--- config.mk ---
export PLATFORM = sky130hd
export DESIGN_NAME = phase_angle_firing_delay
export DESIGN_NICKNAME = d
export VERILOG_FILES = /design/src/sv/pafd_pkg.sv /design/src/sv/pafd_ctrl.sv /design/src/sv/pafd_dp.sv /design/src/sv/phase_angle_firing_delay.sv
export SDC_FILE = /design/constraint.sdc
export NUM_CORES = 2
export LEC_CHECK = 0
export BUFFER_PORTS_ARGS = -buffer_cell sky130_fd_sc_hd__buf_2
export CORE_MARGIN = 8
export CORE_UTILIZATION = 60
export CTS_CLUSTER_SIZE = 24
export DETAILED_ROUTE_END_ITERATION = 10
export GPL_TIMING_DRIVEN = 0
export PLACE_DENSITY = 0.83
export SLEW_MARGIN = 20
export SYNTH_ARGS = -nofsm -noshare
export SYNTH_HDL_FRONTEND = slang
export SYNTH_SLANG_ARGS = --single-unit
--- constraint.sdc ---
create_clock -name clk -period 8.9 [get_ports clk]
set_clock_uncertainty 0.2 [all_clocks]
set_input_delay 1.78 -clock clk [delete_from_list [all_inputs] [get_ports clk]]
set_output_delay 1.78 -clock clk [all_outputs]
set_load 0.1 [all_outputs]
--- src/sv/pafd_pkg.sv ---
// ---------------------------------------------------------------------------
// pafd_pkg
// Shared types and constants of the phase-angle firing delay block: the
// arccos table, the arithmetic limits and the controller/datapath interface.
// ---------------------------------------------------------------------------
package pafd_pkg;

  localparam int unsigned DIV_W   = 27;  // dividend and quotient width
  localparam int unsigned DSR_W   = 20;  // divisor and remainder width
  localparam int unsigned DCNT_W  = $clog2(DIV_W + 1);
  localparam int unsigned TAB_N   = 181;

  localparam logic [15:0] SPEED_LO    = 16'd8000;
  localparam logic [15:0] SPEED_HI    = 16'd18000;
  localparam logic [15:0] SP_OFF      = 16'd2600;
  localparam logic [26:0] SP_GAIN     = 27'd1200;
  localparam logic [7:0]  Q_MAX       = 8'd180;
  localparam logic [14:0] TAB_GAIN    = 15'd7;
  localparam logic [14:0] TAB_OFFSET  = 15'd1000;
  localparam logic [15:0] PERIOD_MIN  = 16'd1600;
  localparam logic [15:0] PERIOD_MAX  = 16'd18000;
  localparam logic [15:0] PULSE_LEAD  = 16'd800;

  // Divisions by constants are done as a multiply by a rounded-up reciprocal.
  // The shifts are chosen so that the result is exact for a 16-bit average
  // and for a 22-bit sum with a sample count of up to 63.
  localparam int unsigned VOLT_SCALE  = 90;
  localparam int unsigned VOLT_SHIFT  = 23;
  localparam logic [16:0] VOLT_RECIP  =
    17'(((1 << VOLT_SHIFT) + VOLT_SCALE - 1) / VOLT_SCALE);
  localparam int unsigned AVG_SHIFT   = 28;

  localparam logic [11:0] ACOS_TAB [0:TAB_N-1] = '{
    12'd0,    12'd149,  12'd211,  12'd259,  12'd299,  12'd335,  12'd367,  12'd397,
    12'd425,  12'd451,  12'd476,  12'd499,  12'd522,  12'd544,  12'd565,  12'd585,
    12'd605,  12'd624,  12'd643,  12'd661,  12'd679,  12'd697,  12'd714,  12'd731,
    12'd747,  12'd763,  12'd779,  12'd795,  12'd810,  12'd826,  12'd841,  12'd855,
    12'd870,  12'd884,  12'd899,  12'd913,  12'd927,  12'd941,  12'd954,  12'd968,
    12'd981,  12'd995,  12'd1008, 12'd1021, 12'd1034, 12'd1047, 12'd1059, 12'd1072,
    12'd1085, 12'd1097, 12'd1110, 12'd1122, 12'd1134, 12'd1146, 12'd1159, 12'd1171,
    12'd1183, 12'd1195, 12'd1207, 12'd1218, 12'd1230, 12'd1242, 12'd1254, 12'd1265,
    12'd1277, 12'd1289, 12'd1300, 12'd1312, 12'd1323, 12'd1335, 12'd1346, 12'd1357,
    12'd1369, 12'd1380, 12'd1391, 12'd1403, 12'd1414, 12'd1425, 12'd1436, 12'd1447,
    12'd1459, 12'd1470, 12'd1481, 12'd1492, 12'd1503, 12'd1514, 12'd1525, 12'd1536,
    12'd1548, 12'd1559, 12'd1570, 12'd1581, 12'd1592, 12'd1603, 12'd1614, 12'd1625,
    12'd1636, 12'd1648, 12'd1659, 12'd1670, 12'd1681, 12'd1692, 12'd1703, 12'd1715,
    12'd1726, 12'd1737, 12'd1748, 12'd1760, 12'd1771, 12'd1782, 12'd1794, 12'd1805,
    12'd1816, 12'd1828, 12'd1839, 12'd1851, 12'd1863, 12'd1874, 12'd1886, 12'd1897,
    12'd1909, 12'd1921, 12'd1933, 12'd1945, 12'd1957, 12'd1969, 12'd1981, 12'd1993,
    12'd2005, 12'd2017, 12'd2030, 12'd2042, 12'd2055, 12'd2067, 12'd2080, 12'd2093,
    12'd2106, 12'd2118, 12'd2132, 12'd2145, 12'd2158, 12'd2171, 12'd2185, 12'd2199,
    12'd2212, 12'd2226, 12'd2240, 12'd2255, 12'd2269, 12'd2284, 12'd2298, 12'd2313,
    12'd2328, 12'd2344, 12'd2359, 12'd2375, 12'd2391, 12'd2408, 12'd2425, 12'd2442,
    12'd2459, 12'd2477, 12'd2495, 12'd2514, 12'd2533, 12'd2553, 12'd2573, 12'd2594,
    12'd2616, 12'd2638, 12'd2662, 12'd2686, 12'd2712, 12'd2740, 12'd2769, 12'd2801,
    12'd2836, 12'd2875, 12'd2921, 12'd2980, 12'd3078
  };

  typedef struct packed {
    logic capture;
    logic eval;
    logic avg_step;
    logic scl_step;
    logic square;
    logic div_start;
    logic lookup;
    logic scale;
    logic load_out;
  } pafd_cmd_t;

  typedef struct packed {
    logic need_avg;
    logic div_busy;
    logic d_zero;
  } pafd_sts_t;

endpackage

--- src/sv/pafd_ctrl.sv ---
// ---------------------------------------------------------------------------
// pafd_ctrl
// Sequencer of the firing delay block: takes one word at a time, steps the
// datapath through averaging, division and table lookup, and owns out_valid.
// ---------------------------------------------------------------------------
module pafd_ctrl (
  input  logic                clk,
  input  logic                rst_n,
  input  logic                in_valid,
  output logic                in_ready,
  output logic                out_valid,
  input  logic                out_ready,
  input  pafd_pkg::pafd_sts_t sts,
  output pafd_pkg::pafd_cmd_t cmd
);
  import pafd_pkg::*;

  typedef enum logic [3:0] {
    S_IDLE,
    S_EVAL,
    S_AVG,
    S_SCL,
    S_SQUARE,
    S_DIV_Q,
    S_WAIT_Q,
    S_LOOKUP,
    S_SCALE,
    S_EMIT
  } state_t;

  state_t state_r, state_nxt;
  logic   out_valid_r;
  logic   slot_free;

  assign slot_free = !out_valid_r || out_ready;
  assign in_ready  = (state_r == S_IDLE);
  assign out_valid = out_valid_r;

  always_comb begin
    state_nxt = state_r;
    cmd       = '0;
    case (state_r)
      S_IDLE: begin
        if (in_valid) begin
          cmd.capture = 1'b1;
          state_nxt   = S_EVAL;
        end
      end
      S_EVAL: begin
        cmd.eval  = 1'b1;
        state_nxt = sts.need_avg ? S_AVG : S_EMIT;
      end
      S_AVG: begin
        cmd.avg_step = 1'b1;
        state_nxt    = S_SCL;
      end
      S_SCL: begin
        cmd.scl_step = 1'b1;
        state_nxt    = S_SQUARE;
      end
      S_SQUARE: begin
        cmd.square = 1'b1;
        state_nxt  = S_DIV_Q;
      end
      S_DIV_Q: begin
        // A zero divisor saturates the quotient, so the division is skipped.
        if (sts.d_zero) begin
          state_nxt = S_LOOKUP;
        end else begin
          cmd.div_start = 1'b1;
          state_nxt     = S_WAIT_Q;
        end
      end
      S_WAIT_Q: begin
        if (!sts.div_busy) state_nxt = S_LOOKUP;
      end
      S_LOOKUP: begin
        cmd.lookup = 1'b1;
        state_nxt  = S_SCALE;
      end
      S_SCALE: begin
        cmd.scale = 1'b1;
        state_nxt = S_EMIT;
      end
      S_EMIT: begin
        if (slot_free) begin
          cmd.load_out = 1'b1;
          state_nxt    = S_IDLE;
        end
      end
      default: begin
        state_nxt = S_IDLE;
      end
    endcase
  end

  always_ff @(posedge clk) begin
    if (!rst_n) begin
      state_r     <= S_IDLE;
      out_valid_r <= 1'b0;
    end else begin
      state_r <= state_nxt;
      if (cmd.load_out) begin
        out_valid_r <= 1'b1;
      end else if (out_ready) begin
        out_valid_r <= 1'b0;
      end
    end
  end

  a_accept_to_eval: assert property (@(posedge clk) disable iff (!rst_n)
    (in_valid && in_ready) |=> (state_r == S_EVAL))
    else $error("accepted word did not move the sequencer to evaluation");

  a_idle_div_quiet: assert property (@(posedge clk) disable iff (!rst_n)
    (state_r == S_IDLE) |-> !sts.div_busy)
    else $error("divider still busy while the sequencer is idle");

  a_no_overwrite: assert property (@(posedge clk) disable iff (!rst_n)
    cmd.load_out |-> (!out_valid_r || out_ready))
    else $error("output register loaded over a word not yet taken");

  a_plain_eval: assert property (@(posedge clk) disable iff (!rst_n)
    (state_r == S_EVAL && !sts.need_avg) |=> (state_r == S_EMIT))
    else $error("word without averaging did not go straight to output");

endmodule

--- src/sv/pafd_dp.sv ---
// ---------------------------------------------------------------------------
// pafd_dp
// Datapath of the firing delay block: input capture, voltage accumulator,
// reciprocal scaling, quotient divider, arccos lookup and output word.
// ---------------------------------------------------------------------------
module pafd_dp #(
  parameter int unsigned SAMPLES_PER_AVERAGE = 50
) (
  input  logic                clk,
  input  logic                rst_n,
  input  logic                cfg_wr_en,
  input  logic [15:0]         cfg_wr_data,
  input  logic [15:0]         in_bus_voltage,
  input  logic [15:0]         in_motor_speed,
  input  logic                in_motor_running,
  input  logic                in_fault_present,
  input  logic                in_delay_done,
  input  pafd_pkg::pafd_cmd_t cmd,
  output pafd_pkg::pafd_sts_t sts,
  output logic                out_fire,
  output logic [15:0]         out_timer_period,
  output logic [15:0]         out_pulse_compare,
  output logic                out_period_updated
);
  import pafd_pkg::*;

  localparam logic [5:0]  N_AVG     = 6'(SAMPLES_PER_AVERAGE);
  localparam logic [63:0] AVG_ONE   = 64'd1 << AVG_SHIFT;
  localparam logic [28:0] AVG_RECIP = 29'((AVG_ONE + 64'(SAMPLES_PER_AVERAGE) - 64'd1) /
                                          64'(SAMPLES_PER_AVERAGE));

  logic [15:0] sp_r;
  logic [15:0] volt_r;
  logic [15:0] speed_r;
  logic        run_r, flt_r, done_r;
  logic [21:0] sum_r;
  logic [5:0]  cnt_r;
  logic [21:0] tot_r;
  logic [15:0] avg_r;
  logic [9:0]  scl_r;
  logic [15:0] held_r;
  logic        fire_r, upd_r;

  logic [DIV_W-1:0]  quo_r;
  logic [DSR_W-1:0]  rem_r;
  logic [DSR_W-1:0]  dsr_r;
  logic [DCNT_W-1:0] dcnt_r;

  logic [DSR_W-1:0] d_r;
  logic [DIV_W-1:0] num_r;
  logic [11:0]      ent_r;

  logic        gated;
  logic [21:0] sum_inc;
  logic [5:0]  cnt_inc;
  logic        due;

  logic [50:0] avg_prod;
  logic [32:0] scl_prod;

  logic [DSR_W:0]   trial;
  logic [DSR_W:0]   diff;
  logic             ge;

  logic [7:0]  q;
  logic [7:0]  idx;
  logic [14:0] p_raw;
  logic [15:0] p_nxt;

  assign gated = run_r && !flt_r && done_r && (speed_r > SPEED_LO) &&
                 (speed_r < SPEED_HI) && (sp_r != SP_OFF);
  assign sum_inc = sum_r + 22'(volt_r);
  assign cnt_inc = cnt_r + 6'd1;
  assign due     = (cnt_inc >= N_AVG);

  assign sts.need_avg = gated && due;
  assign sts.div_busy = (dcnt_r != '0);
  assign sts.d_zero   = (d_r == '0);

  // The average keeps only its low 16 bits, as the slice below does.
  assign avg_prod = {29'd0, tot_r} * {22'd0, AVG_RECIP};
  assign scl_prod = {17'd0, avg_r} * {16'd0, VOLT_RECIP};

  // One quotient bit per cycle; the dividend shifts out of quo_r as the
  // quotient shifts in.
  assign trial = {rem_r, quo_r[DIV_W-1]};
  assign diff  = trial - {1'b0, dsr_r};
  assign ge    = (trial >= {1'b0, dsr_r});

  always_comb begin
    if (d_r == '0) begin
      q = Q_MAX;
    end else if (quo_r > DIV_W'(Q_MAX)) begin
      q = Q_MAX;
    end else begin
      q = quo_r[7:0];
    end
    idx   = Q_MAX - q;
    p_raw = {3'b000, ent_r} * TAB_GAIN + TAB_OFFSET;
    if (16'(p_raw) < PERIOD_MIN) begin
      p_nxt = PERIOD_MIN;
    end else if (16'(p_raw) > PERIOD_MAX) begin
      p_nxt = PERIOD_MAX;
    end else begin
      p_nxt = 16'(p_raw);
    end
  end

  always_ff @(posedge clk) begin
    if (!rst_n) begin
      sp_r   <= '0;
      sum_r  <= '0;
      cnt_r  <= '0;
      held_r <= '0;
      dcnt_r <= '0;
    end else begin
      if (cfg_wr_en) sp_r <= cfg_wr_data;
      if (cmd.eval && gated) begin
        if (due) begin
          sum_r <= '0;
          cnt_r <= '0;
        end else begin
          sum_r <= sum_inc;
          cnt_r <= cnt_inc;
        end
      end
      if (cmd.div_start) begin
        dcnt_r <= DCNT_W'(DIV_W);
      end else if (dcnt_r != '0) begin
        dcnt_r <= dcnt_r - DCNT_W'(1);
      end
      if (cmd.scale) held_r <= p_nxt;
    end
  end

  always_ff @(posedge clk) begin
    if (cmd.capture) begin
      volt_r  <= in_bus_voltage;
      speed_r <= in_motor_speed;
      run_r   <= in_motor_running;
      flt_r   <= in_fault_present;
      done_r  <= in_delay_done;
    end
    if (cmd.eval) begin
      fire_r <= gated;
      upd_r  <= gated && due;
      tot_r  <= sum_inc;
    end
    if (cmd.avg_step) avg_r <= avg_prod[AVG_SHIFT+15:AVG_SHIFT];
    if (cmd.scl_step) scl_r <= scl_prod[VOLT_SHIFT+9:VOLT_SHIFT];
    if (cmd.square) begin
      d_r   <= DSR_W'(scl_r) * DSR_W'(scl_r);
      num_r <= DIV_W'(sp_r) * SP_GAIN;
    end
    if (cmd.div_start) begin
      quo_r <= num_r;
      rem_r <= '0;
      dsr_r <= d_r;
    end else if (dcnt_r != '0) begin
      quo_r <= {quo_r[DIV_W-2:0], ge};
      rem_r <= ge ? diff[DSR_W-1:0] : trial[DSR_W-1:0];
    end
    if (cmd.lookup) ent_r <= ACOS_TAB[idx];
    if (cmd.load_out) begin
      out_fire           <= fire_r;
      out_period_updated <= upd_r;
      out_timer_period   <= fire_r ? held_r : 16'd0;
      out_pulse_compare  <= fire_r ? (held_r - PULSE_LEAD) : 16'd0;
    end
  end

endmodule

--- src/sv/phase_angle_firing_delay.sv ---
// ---------------------------------------------------------------------------
// phase_angle_firing_delay
// Firing delay generator for phase-angle control, one word per zero crossing.
// ---------------------------------------------------------------------------
// An ordinary crossing goes from capture and evaluation straight to the output.
// Every SAMPLES_PER_AVERAGE-th gated crossing also passes averaging, scaling,
// squaring, the 27-step restoring divider for the quotient, table lookup and
// period scaling; a zero divisor skips the divider. One word is taken at a time;
// the next is taken once the sequencer is idle, even while the last output waits.
// Reset (synchronous, active low) clears the setpoint, sum, count and period.
module phase_angle_firing_delay #(
  parameter int unsigned SAMPLES_PER_AVERAGE = 50
) (
  input  logic        clk,
  input  logic        rst_n,
  input  logic        cfg_wr_en,
  input  logic [15:0] cfg_wr_data,
  input  logic        in_valid,
  output logic        in_ready,
  input  logic [15:0] in_bus_voltage,
  input  logic [15:0] in_motor_speed,
  input  logic        in_motor_running,
  input  logic        in_fault_present,
  input  logic        in_delay_done,
  output logic        out_valid,
  input  logic        out_ready,
  output logic        out_fire,
  output logic [15:0] out_timer_period,
  output logic [15:0] out_pulse_compare,
  output logic        out_period_updated
);
  import pafd_pkg::*;

  pafd_cmd_t cmd;
  pafd_sts_t sts;

  pafd_ctrl u_ctrl (
    .clk       (clk),
    .rst_n     (rst_n),
    .in_valid  (in_valid),
    .in_ready  (in_ready),
    .out_valid (out_valid),
    .out_ready (out_ready),
    .sts       (sts),
    .cmd       (cmd)
  );

  pafd_dp #(
    .SAMPLES_PER_AVERAGE (SAMPLES_PER_AVERAGE)
  ) u_dp (
    .clk                (clk),
    .rst_n              (rst_n),
    .cfg_wr_en          (cfg_wr_en),
    .cfg_wr_data        (cfg_wr_data),
    .in_bus_voltage     (in_bus_voltage),
    .in_motor_speed     (in_motor_speed),
    .in_motor_running   (in_motor_running),
    .in_fault_present   (in_fault_present),
    .in_delay_done      (in_delay_done),
    .cmd                (cmd),
    .sts                (sts),
    .out_fire           (out_fire),
    .out_timer_period   (out_timer_period),
    .out_pulse_compare  (out_pulse_compare),
    .out_period_updated (out_period_updated)
  );

endmodule
==> impl_metrics.ini <==
[timing]
rsz0062_at_grt = false
tightest_slew_ns = 1.02
hold_viol = 0
setup_tns_ns = 0
finalCriticalPeriod_ns = 7.62
setup_viol = 0
drv_slew = 0
hold_ws_ns = 0.237
fmax_ghz = 0.131
min_period_over_period = 0.857
slew_headroom = 0.313

[synth]
synth_cells = 3466
synth_top_area_frac = 0.208
synth.net_count = 4430
async_reset_ff_frac = 0
synth_flop_cell = edfxtp_1
yosysMostFrequentCell = inv_1
yosysTopAreaCell = ha_1
yosys_register_bits = 302
syn_avg_cell_area_um2 = 9.82
ys_types = 88
synth_seq_area_share = 0.240
synthTopCellsByArea = ha_1 21%, fa_1 20%, edfxtp_1 19%
yosys_warnings = 0
synth.top_cells.by_count = 672 x inv_1, 566 x ha_1, 342 x fa_1, 213 x edfxtp_1, 205 x nand2_1
synth_edf_count = 213
syn_area_mm2 = 0.0340

[grt]
grt_pass1_vias = 26900
use_met2 = 0.468
grt_max_degree = 29
top_usage_layer = met2
grt_use_total = 0.261
grt.met3_usage = 0.0443
grt_first_pass_wirelength_um = 136000
use_met1 = 0.310
grt_overflow = 0
antenna_found_initial = 0

[die]
io_pins = 92
fp.dieH_um = 254
coreArea_mm2 = 0.0563
dieArea_mm2 = 0.0646
initial_core_util = 0.605
num_rows = 87
die_x_um = 254

[worst_setup_path]
worstPathRequired_ns = 8.97
cp-end-kind = flip-flop
setup.worst_path.start_class = flip-flop
path_cells = ha_1 -> inv_1 -> fa_1 -> fa_1 -> inv_1 -> fa_1 -> fa_1 -> fa_1 -> inv_1 -> fa_1 -> inv_1 -> ha_1 -> and4_1 -> nand3_1 -> a221oi_1 -> nor3_1 -> nor3_1 -> o311ai_1 -> a31oi_1 -> a21oi_1 -> xnor2_1
cp_common_cell = fa_1
crit-reg2reg-launch = u_dp.tot_r[11]
critPathBufInv = 4
startpoint = u_dp.tot_r[11]
cp_max_fo = 8
worstPathArrival_ns = 7.70
crit_type = flip-flop to flip-flop
max_stage_delay_ns = 0.63
cp_slowest_cell = edfxtp_1
crit_family = adder cells

[power_and_ir_drop]
p_leak_nw = 17.8
vdd_drop_max_v = 0.00105
power_density_mw_per_mm2 = 360

[route]
dr_total_vias = 25500
ant_nets = 0
drtIter0Drc = 2014
post-route-drc-count = 0
drt-wirelength-per-cell_um = 19.1
dr.pass1.iters = 7
wl_um = 83700
vias_per_cell = 5.80

[cts]
htree_levels = 2
post_cts_buffers = 0
cts_inserted_buffers = 36
worstSkewPairLatency_ns = 0.55
clk_path_buf_depth = 3
clk_transition_reported_paths_ns = 0.06
cts_hold_repair.buffers = 0
cts_tree = built
cts.sinks = 302
ctsResizeCount = 0
cts-root-buf = clkbuf_16

[final_layout]
fill_cells = 4329
seq_area_mm2 = 0.00818
multi_input_area_mm2 = 0.0229
areaGrowthSynthToFinish_pct = 7.74
fin_nets = 4566
drive_gt1_frac = 0.0595
antenna_cells = 0

[placed_design]
gp_congestion = 0.965
portBuffers = 89
dp_hpwl_um = 67300

[min_path]
hold_path_class = flip-flop to flip-flop
min_from = u_dp.upd_r

[run]
cap_viol_max_count = 0

[outcome]
status = finished clean
## power by group
part | leakage (nW) | internal [W] | switching (W)
clock | 0.548 | 0.000823 | 0.000582
sequential | 2.71 | 0.00201 | 0.000169
combinational | 14.5 | 0.00417 | 0.00546
total | 17.8 | 0.00700 | 0.00621
## worst paths after layout
check / end / cells past startpoint / slack (ns)
worst min register to register: u_dp.out_period_updated / 0 / 0.24
worst min-delay path: u_dp.out_period_updated / 0 / 0.24
worst max-delay path: u_dp.avg_r[15] / 21 / 1.28
worst max register to register: u_dp.avg_r[15] / 21 / 1.28
## routing by layer
| layer | vias to the layer above | share of wire |
|---|---|---|
| li1 | 12000 | - |
| met1 | 12400 | 0.39 |
| met2 | 834 | 0.50 |
| met3 | 258 | 0.057 |
| met4 | 0 | 0.044 |
| met5 | - | 0 |
## stage by stage
step                power, W  instance area, um^2   util  setup WS, ns  cells
floorplan            0.00934                34000      -          2.33   3466
global placement      0.0112                35400  0.630          1.37   4311
detailed placement    0.0117                35600  0.632          1.22   4320
CTS                   0.0132                36700  0.652          1.19   4385
global route          0.0146                36700  0.652         0.771   4385
finish                0.0132                36700  0.652          1.28   4385
## cells by family after synthesis
family	share of synthesized area
adders and majority gates	0.409
DFF	0.240
xor gates and xnor gates	0.0324
AOI/OAI and AO/OA	0.116
other	0.000110
muxes	0.00919
and+or+nand+nor	0.104
buffers and inverters	0.0882
## registers in the layout (all words and copies together) (netlist names), 10 cells and up
register                count
u_dp.out_timer_period      10
u_dp.tot_r                 22
u_dp.num_r                 23
u_dp.speed_r               16
u_dp.avg_r                 16
u_dp.rem_r                 20
u_dp.sp_r                  16
u_dp.held_r                15
u_dp.volt_r                16
u_dp.d_r                   19
u_dp.quo_r                 27
u_dp.out_pulse_compare     16
u_dp.dsr_r                 19
u_dp.ent_r                 12
u_dp.sum_r                 22
u_dp.scl_r                 10
## final cells by class
type | instances | share of cell area
buffer | 107 | 0.0129
clock buffer | 46 | 0.0261
clock inverter | 19 | 0.00443
inverter | 674 | 0.0690
multi-input combinational | 2383 | 0.624
sequential | 302 | 0.223
tap | 756 | 0.0258
timing repair buffer | 98 | 0.0147
## placed cells by master, fill, tap and decap left out, types with 14 or more instances in the layout
master     Yosys  final
nand2_1      205    204
a21boi_0      26     26
fa_1         342    342
edfxtp_1     213    213
o21bai_1      14     14
a211oi_1      43     43
inv_1        672    672
nor2_1       160    159
clkbuf_1      80     87
o21a_1        26     26
nand2b_1      15     15
clkbuf_16      0     36
or3_1         19     19
a31oi_1       22     22
nor2b_1       43     43
a21o_1        41     41
nand3_1       69     69
xnor2_1       79     79
and3_1        17     16
o211ai_1      34     34
nor4_1        18     18
nor3_1        64     61
o31ai_1       14     14
a21oi_1      142    142
buf_2         12    102
mux2i_1       29     29
ha_1         566    566
xor2_1        45     45
dfxtp_1       89     89
and2_1        65     65
o21ai_0      101    101
Note: power is estimated with default switching activity, not from simulation.
